===== config.mk =====
export PLATFORM = sky130hd
export DESIGN_NAME = soa_ram
export DESIGN_NICKNAME = d
export VERILOG_FILES = /design/src/design/soa_ram.sv
export SDC_FILE = /design/constraint.sdc
export NUM_CORES = 1
export LEC_CHECK = 0
export BUFFER_PORTS_ARGS = -buffer_cell sky130_fd_sc_hd__buf_2
export CAP_MARGIN = 40
export CORE_ASPECT_RATIO = 2
export CORE_MARGIN = 5
export CORE_UTILIZATION = 35
export DETAILED_ROUTE_END_ITERATION = 8
export PLACE_DENSITY_LB_ADDON = 0.2
export SLEW_MARGIN = 5
export SYNTH_ARGS = -nofsm -noshare
export SYNTH_HDL_FRONTEND = slang
export SYNTH_SLANG_ARGS = --single-unit

===== constraint.sdc =====
create_clock -name clk -period 2.05 [get_ports clk]
set_clock_uncertainty 0.05 [all_clocks]
set_input_delay 0.1025 -clock clk [delete_from_list [all_inputs] [get_ports clk]]
set_output_delay 0.1025 -clock clk [all_outputs]
set_load 0.1 [all_outputs]

===== src/design/soa_ram.sv =====
`timescale 1ns / 1ps
// ----------------------------------------------------------------------------
// soa_ram
// Generic simple dual-port RAM, one write port, one registered read port.
// ----------------------------------------------------------------------------
module soa_ram #(
  parameter int WIDTH = 8,
  parameter int DEPTH = 16
) (
  input  logic                                   clk,
  input  logic                                   we,
  input  logic [(DEPTH > 1 ? $clog2(DEPTH) : 1)-1:0] waddr,
  input  logic [WIDTH-1:0]                       wdata,
  input  logic [(DEPTH > 1 ? $clog2(DEPTH) : 1)-1:0] raddr,
  output logic [WIDTH-1:0]                       rdata
);

  logic [WIDTH-1:0] mem [DEPTH];
  logic [WIDTH-1:0] rdata_r;

  always_ff @(posedge clk) begin
    if (we) begin
      mem[waddr] <= wdata;
    end
    rdata_r <= mem[raddr];
  end

  assign rdata = rdata_r;

endmodule


* Word-level counts from Yosys, hierarchy flattened
Memory sizes are Yosys's and may differ from the RTL's. A register that Yosys moved wholly into a read port is not among the register bits.
Index checks and enable logic that the tools add are counted.
** Word-level totals
- Input bits :: 18
- Bits in latches :: 0
- Word-level logic and storage cells :: 3
- RAM bits :: 128
- Memories :: 1
- Memory bits (read-only) :: 0
- Output and inout port bits :: 8
- Register bits :: 0
** Memories
- mem :: depth 16, bits a word 8, rd ports 1, clocked after Yosys merged registers in 1, wr ports 1, line 18 : logic [WIDTH-1:0] mem [DEPTH];
** Cells by class
- Equality and inequality tests :: 0
- Bitwise gates (word level) :: 0
- Shift-type cells :: 0
- Multiply operators :: 0
- Div/mod/pow operators :: 0
- Multiplexer cells :: 2
- Reductions and logical operators :: 0
- Order comparisons :: 0
- Add/sub/neg operators :: 0
** Operator list (count)
- $mux 1 :: 2

* Logic depth before layout (Yosys ltp)
- Depth in word-level cells :: 2
- Depth in mapped cells :: 5
- Depth with buffers taken out :: 3

* Worst setup path before layout
No wires, ideal clock.
- Path kind :: input -> register
- Start point :: input waddr[2] (netlist bit)
- End point :: memory mem[0][0], enable pin
- Stages :: 2
- Data required time :: 1617 ps
- Buffers on the path :: 0
- Slack :: 405 ps
- Library setup time :: 383 ps
- Data arrival time :: 1212 ps
- Cells stage by stage :: or3b_2 > nor3_1
** RTL lines
- start: declaration :: line 12 : input logic [(DEPTH > 1 ? $clog2(DEPTH) : 1)-1:0] waddr,
- end: declaration :: line 18
Straight into the memory's write port.

==> impl_summary.md <==
Timing
The achievable clock frequency is 728 MHz. The worst pin sits at a relative slew slack of 65.6%. After layout, the minimum clock period comes to 1.37 ns. For the final routed database, the setup TNS stands at 0 ns. The post-route worst hold slack is 0.0293 ns. The max-slew violation count is 0. The worst path uses 67.0% of the clock period.

For the pin with the worst max-slew slack, the measured transition is 0.519 ns. The total setup violations reported at the end of the flow is 0. The final-report hold violation count is 0. Setup repair after global routing left no endpoint under its margin.

Floorplan
The floorplan step set the die width to 95.8 µm. During I/O placement, the number of pins put on the boundary was 26. The die area is 0.0174 mm². The area of the placeable core is 0.0144 mm².

The starting density of the core is 35.7%. After floorplanning, the core was divided into 62 placement rows. The floorplan step set the die height to 182 µm.

Global routing
The number of global-route vias before repair is 2,567. The total grt overflow is 0. The first global-routing pass estimated 15.9 mm of wire. The largest net degree at the start of global routing is 21. The overall track demand over capacity in global routing is 13.0%. The number of antenna violations at the first check in global routing is 0.

Layout
The proportion of layout cells with a drive suffix above 1 is 32.6%. The count of cells in the finished layout, fillers not included, comes to 493. Compared with the post-synthesis result, the final layout area differs by 20.8%. The total inserted antenna cells is 0. The total number of nets in the final design is 306.

The cell area after layout is 0.00622 mm².

Routing
The first-pass iteration count of the detailed router is 4. The final layout contains routed wiring with a total length of 10.3 mm. For this block, the via count after detailed routing is 2,416. In this run the remaining antenna-violating nets after routing total 0.

The remaining routing DRC violations is 0. The routed via count divided by cell count is 4.90. The detail-routed net length per standard cell is 20.9 µm. The DRC marker count from the first detailed-route iteration is 134.

Critical path
The largest fanout of any net on the critical path is 1. The startpoint class of the critical path is a flip-flop. The worst path required time is 2.30 ns. The number of cell instances on the worst register-to-register path is 3.

The worst setup path is of the flip-flop to flip-flop kind. STA puts the critical path data arrival time at 1.62 ns. The worst setup path is captured at a flip-flop.

Synth
The multiplexer share of the synthesized area is 15.0%. For this run, the register share of the synthesized area comes to 77.8%. The area share of fa/ha/maj cells after synthesis is 0%. In the post-synthesis netlist, the biggest area contributors are edfxtp_1, mux4_2, mux4_1. The post-synthesis instance area is 0.00515 mm².

Summing the areas of all compound-gate instances in the mapped netlist gives 2.33% of the synthesized area. The average cell area after synthesis is 22.5 µm². The count of warnings emitted by yosys is 0. Of all cell types, the one taking the most synthesized area is edfxtp_1. Synthesis produced a netlist with a net count of 247.

The count of state elements after synthesis is 136. Summing the areas of all and, or, nand and nor instances in the mapped netlist gives 3.18% of the synthesized area. The fraction of synthesized cell area taken by the top area cell type is 74.7%. The synthesized netlist devotes 0% of its cell area to XOR and XNOR gates. By area, the combinational part of the netlist is dominated by multiplexers.

The number of library cell types mapped by synthesis is 19. The instance count of the mapped netlist is 229.

Clock network
Once the clock tree was built, the resizer swapped 0 gates to a different size. The number of buffers on the longest clock path is 2. The root buffer cell is clkbuf_16. In this run, CTS created clock tree buffers numbering 17. The TritonCTS clock tree is done. The clock transition at the registers of the reported paths is 0.06 ns.

In this run the number of H-tree levels came out at 4. The count of hold-fix buffers inserted at cts is 0. The sink count of the clock tree is 136. The number of setup buffers added after CTS is 0.

The clock latency on the worst-skew pair is 0.41 ns.

Pwr
The net switching power is 1.44 mW. For this design the ratio of total power to cell area is 1040 mW/mm². Across the VDD grid, the largest voltage drop is 0.000613 V. Net switching is 22.2% of the power. The power share of the clock group is 45.2%. Overall power consumption after layout is estimated at 6.49 mW.

Registers are responsible for 48.2% of the overall power. The part of the total power dissipated in combinational logic is 6.6%. Summed over all cells, the static leakage comes to 2.11 nW. The internal power consumption is 5.05 mW.

Placement
Once placement finished, the instance area stood at 0.00564 mm². The total placed cells including tap cells is 461. The number of port buffers is 25. The HPWL after detailed placement is 7.26 mm.

The congestion estimate from routability-driven global placement came to 0.733.

Worst hold path
Along the worst hold path, the cell count comes to 1. The class of the most critical hold timing path is input pin to flip-flop.

Flow run
Max-cap violations in this run came to 0.

Status
The flow ran to the end, and the final reports show no timing, DRC or antenna violations.
[Yosys cell counts]
library cell     instances
nand2_1                  9
clkdlybuf4s25_2          3
or3b_2                   1
and2b_1                  1
nor2b_1                  1
a22oi_1                 16
buf_2                    3
buf_4                    1
nand2b_1                 2
nor3_1                   4
edfxtp_1               128
buf_6                    3
mux4_2                  18
mux4_1                  14
nand3b_1                 2
dfxtp_1                  8
and2_1                   1
nor2_1                  13
nand3_1                  1
[flip-flops by register name, summed over array words and instances (netlist names)]
signal / flops
rdata: 8
mem: 128
[layout make-up]
cell class / count / area (µm²)
multi-input cells: 83 / 1060
flip-flops and latches: 136 / 4000
clock buffers: 20 / 437
well taps: 192 / 240
clock inverters: 12 / 144
repair buffers: 50 / 338
fillers: 1315 / 8210
[worst max-delay path, stage by stage (launching register included)]
cell and delay, ns:
edfxtp_1 0.34, mux4_1 0.52, a22oi_1 0.26, nand2_1 0.08
[per-layer routing]
layer / global-route usage (%) / wire [µm] / vias up
li1: - / - / 1094
met1: 15.1 / 3940 / 1258
met2: 22.8 / 5900 / 53
met3: 3.02 / 301 / 11
met4: 4.79 / 167 / 0
met5: 0 / 0 / -
[cells in the final DEF (no fill, tap or decap), types with 4 or more instances in the layout]
master,netlist,routed
edfxtp_1,128,128
buf_2,3,25
buf_4,1,23
mux4_2,18,18
clkbuf_16,0,17
a22oi_1,16,16
mux4_1,14,14
nor2_1,13,13
nand2_1,9,9
dfxtp_1,8,8
nor3_1,4,4
clkinv_4,0,4
[metrics by stage]
step	utilization [%]	setup WS, ns
after floorplan	-	0.405
after global placement	39.1	0.378
after detailed placement	39.1	0.392
after CTS	43.1	0.688
after global routing	43.1	0.573
final	43.1	0.676
[cells by family (layout without fill, tap and decap cells)]
kind of cell | after synthesis | count (layout)
flip-flops | 136 | 136
AND/OR/NAND/NOR | 35 | 35
multiplexers | 32 | 32
AO/OA/AOI/OAI | 16 | 16
buffers and inverters | 10 | 82
[final timing paths]
path | from | endpoint | slack, ns
max | mem[1][0]$_DFFE_PP_ | rdata[0]$_DFF_P_ | 0.68
min | wdata[7] | mem[5][7]$_DFFE_PP_ | 0.03
max reg2reg | mem[1][0]$_DFFE_PP_ | rdata[0]$_DFF_P_ | 0.68
min reg2reg | mem[12][5]$_DFFE_PP_ | rdata[5]$_DFF_P_ | 0.63
[power by group through the flow]
| stage | Combinational [mW] | Sequential [mW] | Clock [mW] |
|---|---|---|---|
| floorplan | 0.158 | 3.32 | 0 |
| global placement | 0.432 | 3.18 | 0 |
| detailed placement | 0.434 | 3.18 | 0 |
| CTS | 0.436 | 3.13 | 2.99 |
| global route | 0.456 | 3.13 | 3.12 |
| finish | 0.427 | 3.12 | 2.93 |
No activity file was read; power rests on OpenSTA's default activity.
