File: config.mk
export PLATFORM = sky130hd
export DESIGN_NAME = soa_order
export DESIGN_NICKNAME = d
export VERILOG_FILES = /design/src/design/soa_pkg.sv /design/src/design/soa_order.sv
export SDC_FILE = /design/constraint.sdc
export NUM_CORES = 1
export LEC_CHECK = 0
export BUFFER_PORTS_ARGS = -buffer_cell sky130_fd_sc_hd__buf_2
export CAP_MARGIN = 10
export CORE_MARGIN = 1
export CORE_UTILIZATION = 62
export CTS_BUF_LIST = sky130_fd_sc_hd__clkbuf_2
export DETAILED_ROUTE_END_ITERATION = 10
export PLACE_DENSITY = 0.9
export RECOVER_POWER = 50
export SYNTH_ARGS = -nofsm -noshare
export SYNTH_HDL_FRONTEND = slang
export SYNTH_SLANG_ARGS = --single-unit
File: constraint.sdc
create_clock -name clk -period 2.5 [get_ports clk]
set_clock_uncertainty 0.2 [all_clocks]
set_input_delay 0.125 -clock clk [delete_from_list [all_inputs] [get_ports clk]]
set_output_delay 0.125 -clock clk [all_outputs]
set_load 0.01 [all_outputs]
File: src/design/soa_pkg.sv
`timescale 1ns / 1ps
// ----------------------------------------------------------------------------
// soa_pkg
// Shared types and constants of the slab object allocator.
// ----------------------------------------------------------------------------
package soa_pkg;

  localparam int CNT_W     = 9;
  localparam int FFC_W     = 5;
  localparam int TAG_W     = 32;
  localparam int OBJ_IN_W  = 8;
  localparam int MAXF_W    = 5;
  localparam int REL_MAX   = 16;
  localparam int REL_W     = 5;
  localparam int DATA_W    = 32;
  localparam int ADDR_W    = 4;

  localparam logic [CNT_W-1:0] CNT_SAT = '1;
  localparam logic [FFC_W-1:0] FFC_SAT = '1;

  typedef enum logic [1:0] {
    CMD_ADD   = 2'd0,
    CMD_ALLOC = 2'd1,
    CMD_FREE  = 2'd2
  } cmd_t;

  typedef enum logic [2:0] {
    STAT_OK        = 3'd0,
    STAT_NO_OBJ    = 3'd1,
    STAT_NO_SLOT   = 3'd2,
    STAT_NOT_OWNED = 3'd3,
    STAT_RELEASED  = 3'd4
  } status_t;

  typedef enum logic [1:0] {
    REG_OBJS     = 2'd0,
    REG_MAX_FREE = 2'd1,
    REG_RELEASE  = 2'd2
  } reg_idx_t;

  typedef enum logic [1:0] {
    ORD_NOP    = 2'd0,
    ORD_REMOVE = 2'd1,
    ORD_INSERT = 2'd2
  } ord_op_t;

  typedef enum logic [3:0] {
    ST_IDLE,
    ST_ADD_SWEEP,
    ST_ALLOC_RD,
    ST_ALLOC_LINK,
    ST_LOOK_RD,
    ST_LOOK_CMP,
    ST_ORD_RD,
    ST_ORD_CMP,
    ST_POST,
    ST_REL_CHK,
    ST_REL_CMP
  } state_t;

endpackage

File: src/design/soa_order.sv
`timescale 1ns / 1ps
// ----------------------------------------------------------------------------
// soa_order
// Free-slab order list: slot ids kept in shift registers with remove/insert.
// ----------------------------------------------------------------------------
module soa_order
  import soa_pkg::*;
#(
  parameter int SLOTS = 16
) (
  input  logic                                       clk,
  input  logic                                       rst_n,
  input  ord_op_t                                    op,
  input  logic [$clog2(SLOTS+1)-1:0]                 pos,
  input  logic [(SLOTS > 1 ? $clog2(SLOTS) : 1)-1:0] slot,
  input  logic [$clog2(SLOTS+1)-1:0]                 rd_idx,
  input  logic [(SLOTS > 1 ? $clog2(SLOTS) : 1)-1:0] find,
  output logic [(SLOTS > 1 ? $clog2(SLOTS) : 1)-1:0] rd_slot,
  output logic [(SLOTS > 1 ? $clog2(SLOTS) : 1)-1:0] head,
  output logic [$clog2(SLOTS+1)-1:0]                 count,
  output logic                                       found,
  output logic [$clog2(SLOTS+1)-1:0]                 found_pos
);

  localparam int SW = SLOTS > 1 ? $clog2(SLOTS) : 1;
  localparam int CW = $clog2(SLOTS+1);

  logic [SW-1:0] ent_r   [SLOTS];
  logic [SW-1:0] ent_nxt [SLOTS];
  logic [CW-1:0] count_r, count_nxt;

  always_comb begin
    ent_nxt   = ent_r;
    count_nxt = count_r;
    unique case (op)
      ORD_REMOVE: begin
        for (int k = 0; k < SLOTS - 1; k++) begin
          if (32'(k) >= 32'(pos)) begin
            ent_nxt[k] = ent_r[k+1];
          end
        end
        count_nxt = count_r - CW'(1);
      end
      ORD_INSERT: begin
        for (int k = 0; k < SLOTS; k++) begin
          if (32'(k) > 32'(pos)) begin
            ent_nxt[k] = ent_r[(k > 0) ? k - 1 : 0];
          end else if (32'(k) == 32'(pos)) begin
            ent_nxt[k] = slot;
          end
        end
        count_nxt = count_r + CW'(1);
      end
      default: begin
      end
    endcase
  end

  always_ff @(posedge clk) begin
    if (!rst_n) begin
      count_r <= '0;
    end else begin
      count_r <= count_nxt;
    end
  end

  always_ff @(posedge clk) begin
    ent_r <= ent_nxt;
  end

  // parallel match, lowest position wins
  always_comb begin
    found     = 1'b0;
    found_pos = '0;
    for (int k = SLOTS - 1; k >= 0; k--) begin
      if (32'(k) < 32'(count_r) && ent_r[k] == find) begin
        found     = 1'b1;
        found_pos = CW'(k);
      end
    end
  end

  assign rd_slot = ent_r[rd_idx[SW-1:0]];
  assign head    = ent_r[0];
  assign count   = count_r;

endmodule
## Word level (Yosys, flattened, before mapping)

Index checks and enable logic that the tools add are counted.

| storage, ports and cells | value |
|---|---|
| output and inout bits | 19 |
| flip-flop bits (word level) | 69 |
| input port bits | 22 |
| logic and storage cells | 248 |

| operators by class | value |
|---|---|
| $add $sub $neg | 2 |
| reductions and logical operators | 35 |
| multiplexer cells | 83 |
| bitwise operators | 1 |
| eq/ne operators | 63 |
| $lt $le $gt $ge | 47 |

Operators by type and width:

| cell | count |
|---|---|
| 4-bit 2-to-1 mux | 49 |
| 60-bit case mux with 2 select lines | 1 |
| 5-bit 2-to-1 mux | 15 |
| 4-bit equality test | 16 |
| 3-bit AND reduction | 15 |
| 3-bit inequality test (second input constant) | 14 |
| 4-bit by 5-bit equality test with 1-bit output (first input constant) | 8 |
| 4-bit by 5-bit > comparator with 1-bit output (first input constant) | 8 |
| 4-bit by 5-bit < comparator with 1-bit output (first input constant) | 8 |
| 4-bit by 5-bit greater-or-equal comparator with 1-bit output (first input constant) | 7 |
| 2-bit inequality test (second input constant) | 16 |
| 3-bit by 5-bit equality test with 1-bit output (first input constant) | 4 |
| 3-bit by 5-bit greater-or-equal comparator with 1-bit output (first input constant) | 4 |
| 3-bit by 5-bit > comparator with 1-bit output (first input constant) | 4 |
| 3-bit by 5-bit < comparator with 1-bit output (first input constant) | 4 |
| 4-bit binary-select mux with 4-bit select | 1 |
| 1-bit logical AND | 16 |
| 1-bit 2-to-1 mux | 16 |
| 2-bit by 5-bit equality test with 1-bit output (first input constant) | 2 |
| 1-bit by 5-bit greater-or-equal comparator with 1-bit output (first input constant) | 2 |
| 2-bit by 5-bit greater-or-equal comparator with 1-bit output (first input constant) | 2 |
| 2-bit by 5-bit > comparator with 1-bit output (first input constant) | 2 |
| 1-bit by 5-bit < comparator with 1-bit output (first input constant) | 2 |
| 2-bit by 5-bit < comparator with 1-bit output (first input constant) | 2 |
| 12 further kinds | 13 |

## Depth between registers and ports, before layout

| depth | value |
|---|---|
| depth in word-level cells | 18 |
| mapped depth | 8 |
| depth with buffers taken out | 7 |

## Worst setup path before layout

Ideal clock, no wire load.

| timing | value |
|---|---|
| path type | register to output |
| from | reg count_r[4], in the netlist count[4] |
| to | out found_pos[0] |
| stages on the path, launching flop included | 8 |
| path slack | 0.371 ns |
| buffers on the path | 1 |
| data arrival time | 1.804 ns |
| cell sequence | dfxtp_1 buf_6 or4_1 nand4_1 nor3_2 a211oi_2 a221oi_1 o31ai_1 |

| between the ends | value |
|---|---|
| cells in the longest elaborated chain, start to end | 18 |
| elaborated cells between the ends (all ways) | 48 |
| those cells by class | 16 x order compare; 16 x mux; 16 x reduce/logical |

Ends and longest elaborated chain:

| item | line | RTL |
|---|---|---|
| from (decl) | soa_order.sv:30 | `logic [CW-1:0] count_r, count_nxt;` |
| from (signal assigned) | soa_order.sv:63 | `count_r <= count_nxt;` |
| 4-bit by 5-bit < comparator with 1-bit output | soa_order.sv:76 | `if (32'(k) < 32'(count_r) && ent_r[k] == find) begin` |
| 1-bit logical AND | soa_order.sv:76 |  |
| 4-bit 2-to-1 mux | soa_order.sv:76 |  |
| 5-bit 2-to-1 mux (14 in a row) | soa_order.sv:76 |  |
| 5-bit 2-to-1 mux * | soa_order.sv:76 |  |
| to (decl) | soa_order.sv:22 | `output logic [$clog2(SLOTS+1)-1:0] found_pos` |

Mark *: on every way between the ends. The rest lies on a longest branch, timed or not.

## Worst setup path in the final report

| timing | value |
|---|---|
| from | reg ent_r[24] (netlist name) |
| to | out found_pos[1] |

| between the ends | value |
|---|---|
| cells in the longest elaborated chain, start to end | 12 |

Ends and longest elaborated chain:

| item | line | RTL |
|---|---|---|
| from (decl) | soa_order.sv:28 | `logic [SW-1:0] ent_r [SLOTS];` |
| from (signal assigned) | soa_order.sv:68 | `ent_r <= ent_nxt;` |
| 4-bit equality test | soa_order.sv:76 |  |
| 1-bit logical AND | soa_order.sv:76 |  |
| 5-bit 2-to-1 mux (10 in a row) | soa_order.sv:76 |  |

No other way between the ends.

==> run metrics <==
setup repair after global routing missed its margin=yes; startpoint of the lowest-slack register-to-register path=ent_r[40]; number of placement rows=33; post-synthesis mux area share=0.189; number of nets with antenna violations after routing=0; min Tclk post-route=about 2.9 ns; wire length after detailed routing=approximately 16 mm; Setup TNS Final=-2.62 ns; violated checks=negative setup slack; area enclosed by the die boundary=a little over 9000 um^2; launch instance of the worst min-delay path=pos[1]; share of the cycle needed by the critical path after routing=1.15; Final Wtd Congestion=a little under 1; endpoints failing hold=0; share of flip-flops with an asynchronous set or reset=0; GR Layer Usage met3=0.0798; count of flip-flops with a built-in enable after synthesis=between 60 and 70; clock root buffer master=clkbuf_2; min-delay worst type=primary input to register; post-detailed-placement half-perimeter wirelength=~10 mm; H-tree depth=3; top flip-flop cell by instance count after synthesis=edfxtp_1; Post-Syn Area=between 5000 and 6000 um^2; required time worst endpoint=about 2.2 ns; highest net fanout along the worst path=4; category of the most critical setup path=register to primary output; static leakage power=2.40 nW; post-route setup slack=-0.376 ns; leftover overflow at the end of global routing=0; placeable core region=~8400 um^2; yosys warns=0; run status=complete, but fails checks; clock-pin slew on the worst setup and hold paths=between 0.2 and 0.25 ns; Slew @ Worst Pin=1.03 ns; effective utilization at floorplan=0.652; final-report max-slew violation count=0; largest voltage drop on the vdd net=0.000387 V; adder-cell share of the synthesized area=0.0114; dominant combinational cell family by area after synthesis=multiplexers; gr usage total=0.352; initial antenna violation count=0; first-pass GRT wire length=around 23 mm; ratio of cells with drive above 1 in the final layout=0.239; Crit. End Element=primary output; I/O Pins=slightly above 40; top post-synthesis cells by area=edfxtp_1, mux2i_1, mux4_2; deepest clock path buffer count=2; post-synth top area cell=edfxtp_1; met2 usage in global routing=0.546; average wire per standard cell=between 20 and 25 um; via count of the first global-routing pass=4473; Pre-Repair DR Iteration Count=6; diode count=0; Avg Cell Area, Syn=between 9 and 10 um^2; vias=between 4000 and 5000; Port Buffer Count=38; die span in y=approximately 96 um; net count after synthesis=578; number of vias per cell=a little under 7; DRC violation count after routing=0; most used routing layer in global routing=met2; Yosys reg bits=69; most numerous cell in the Yosys netlist=nor2_1; share of synthesized cell area in and, or, nand and nor gates=0.143; horizontal die dimension=95.9 um; Global Route met1 Usage=0.468; top cell type's share of synthesized area=0.352; number of distinct library cell variants in the gate-level netlist after synthesis=between 50 and 60; clock network latency to the later pin of the worst-skew pair=0.57 ns; final setup fails=15; worst path arrival time=2.55 ns; Max Cap Viol=0; parity-gate share of the synthesized area counting xor and xnor cells=0.109; DR iter-0 viols=between 700 and 800; # nets final=637; leading post-synthesis cells by instance count=nor2_1, a21oi_1, edfxtp_1; post-layout total power=between 3 and 4 mW; layout-stage area growth over the synthesis result=14.1%; CP Launch Type=register; source of the critical timing path=ent_r[24]; headroom to the max-slew limit=0.312; TritonCTS clock tree=done; Max Freq=between 0.3 and 0.4 GHz; sequential element share of the synthesized area=0.370; post-synthesis instance total=about 550; # clock sinks=a little under 70; post-synthesis compound-gate area fraction=0.115; number of clock buffers inserted by TritonCTS=9; power per unit of standard cell area=between 500 and 600 nW/um^2; largest net degree at the start of global routing=74
metrics by stage:
stage	cells	worst slack, ns	util	hold slack (ns)	instance area, um^2
finish	720	-0.376	0.744	0.0425	6240
global route	720	-0.400	0.744	0.0691	6240
CTS	710	-0.270	0.734	0.0156	6150
detailed placement	661	0.176	0.672	0.192	5630
global placement	661	0.237	0.672	0.183	5630
floorplan	551	0.371	-	0.0467	5470
cells by family after synthesis:
| family | Yosys count |
|---|---|
| flip-flops | 69 |
| AO/OA/AOI/OAI | 107 |
| XOR/XNOR | 68 |
| adder cells (fa/ha/maj) | 5 |
| multiplexers | 77 |
| AND/OR/NAND/NOR | 162 |
| other | 1 |
| buffers and inverters | 62 |
final cells by class:
cell class / count / area (um^2)
Multi-Input combinational cell: 420 / 3160
Clock buffer: 9 / 45.0
Fill cell: 539 / 2140
Clock inverter: 7 / 97.6
Inverter: 12 / 45.0
Sequential cell: 69 / 2040
Timing Repair Buffer: 98 / 714
Tap cell: 105 / 131
where the power goes:
part	switching, mW	internal, mW	total, mW	leakage, nW
logic	0.633	0.550	1.18	1.68
registers	0.175	1.42	1.60	0.645
clock network	0.473	0.336	0.809	0.0805
layer usage:
metal  up-vias  routed length [um]  share of wire
met5         -                   0              0
met4         0                 697          0.043
met3        81                2170           0.14
met2       436                7280           0.45
met1      2298                5900           0.37
li1       2098                   -              -
repair_timing:
action                                  CTS  global route
pin swaps                                11            11
hold endpoints to repair                 73             0
buffers inserted                         21            12
gates resized for setup                  25            15
endpoints found under the setup margin    9             9
hold buffers                             12             0
flip-flops by register name, summed over array words and instances (netlist names):
name   cells
count      5
ent_r     60
head       4
path summary, 6_finish.rpt:
path / endpoint / slack [ns] / cells past startpoint
max reg2reg: ent_r[44] / 0.70 / 3
max: found_pos[1] / -0.38 / 7
min reg2reg: count[2] / 0.38 / 2
min: ent_r[25] / 0.04 / 3
critical path: stages (launching register included):
cell and delay [ns]:
edfxtp_1 0.56, xnor2_1 0.27, nand4_1 0.20, a21oi_1 0.22, and4bb_1 0.25, a221oi_2 0.26, o31ai_2 0.09, buf_2 0.14
layout by cell type (no fill, tap or decap), types with 7 or more instances in the layout:
| master | instances |
|---|---|
| nor2_1 | 71 |
| a21oi_1 | 69 |
| edfxtp_1 | 64 |
| mux2i_1 | 49 |
| nand2_1 | 37 |
| xnor2_1 | 37 |
| buf_4 | 37 |
| xor2_1 | 30 |
| buf_2 | 27 |
| mux4_2 | 20 |
| buf_6 | 13 |
| a31oi_1 | 12 |
| dlygate4sd3_1 | 12 |
| inv_1 | 11 |
| clkbuf_2 | 10 |
| mux2_2 | 8 |
| nand4_1 | 8 |
| clkbuf_1 | 8 |
| o21ai_0 | 7 |
(Power assumes the default switching activity.)
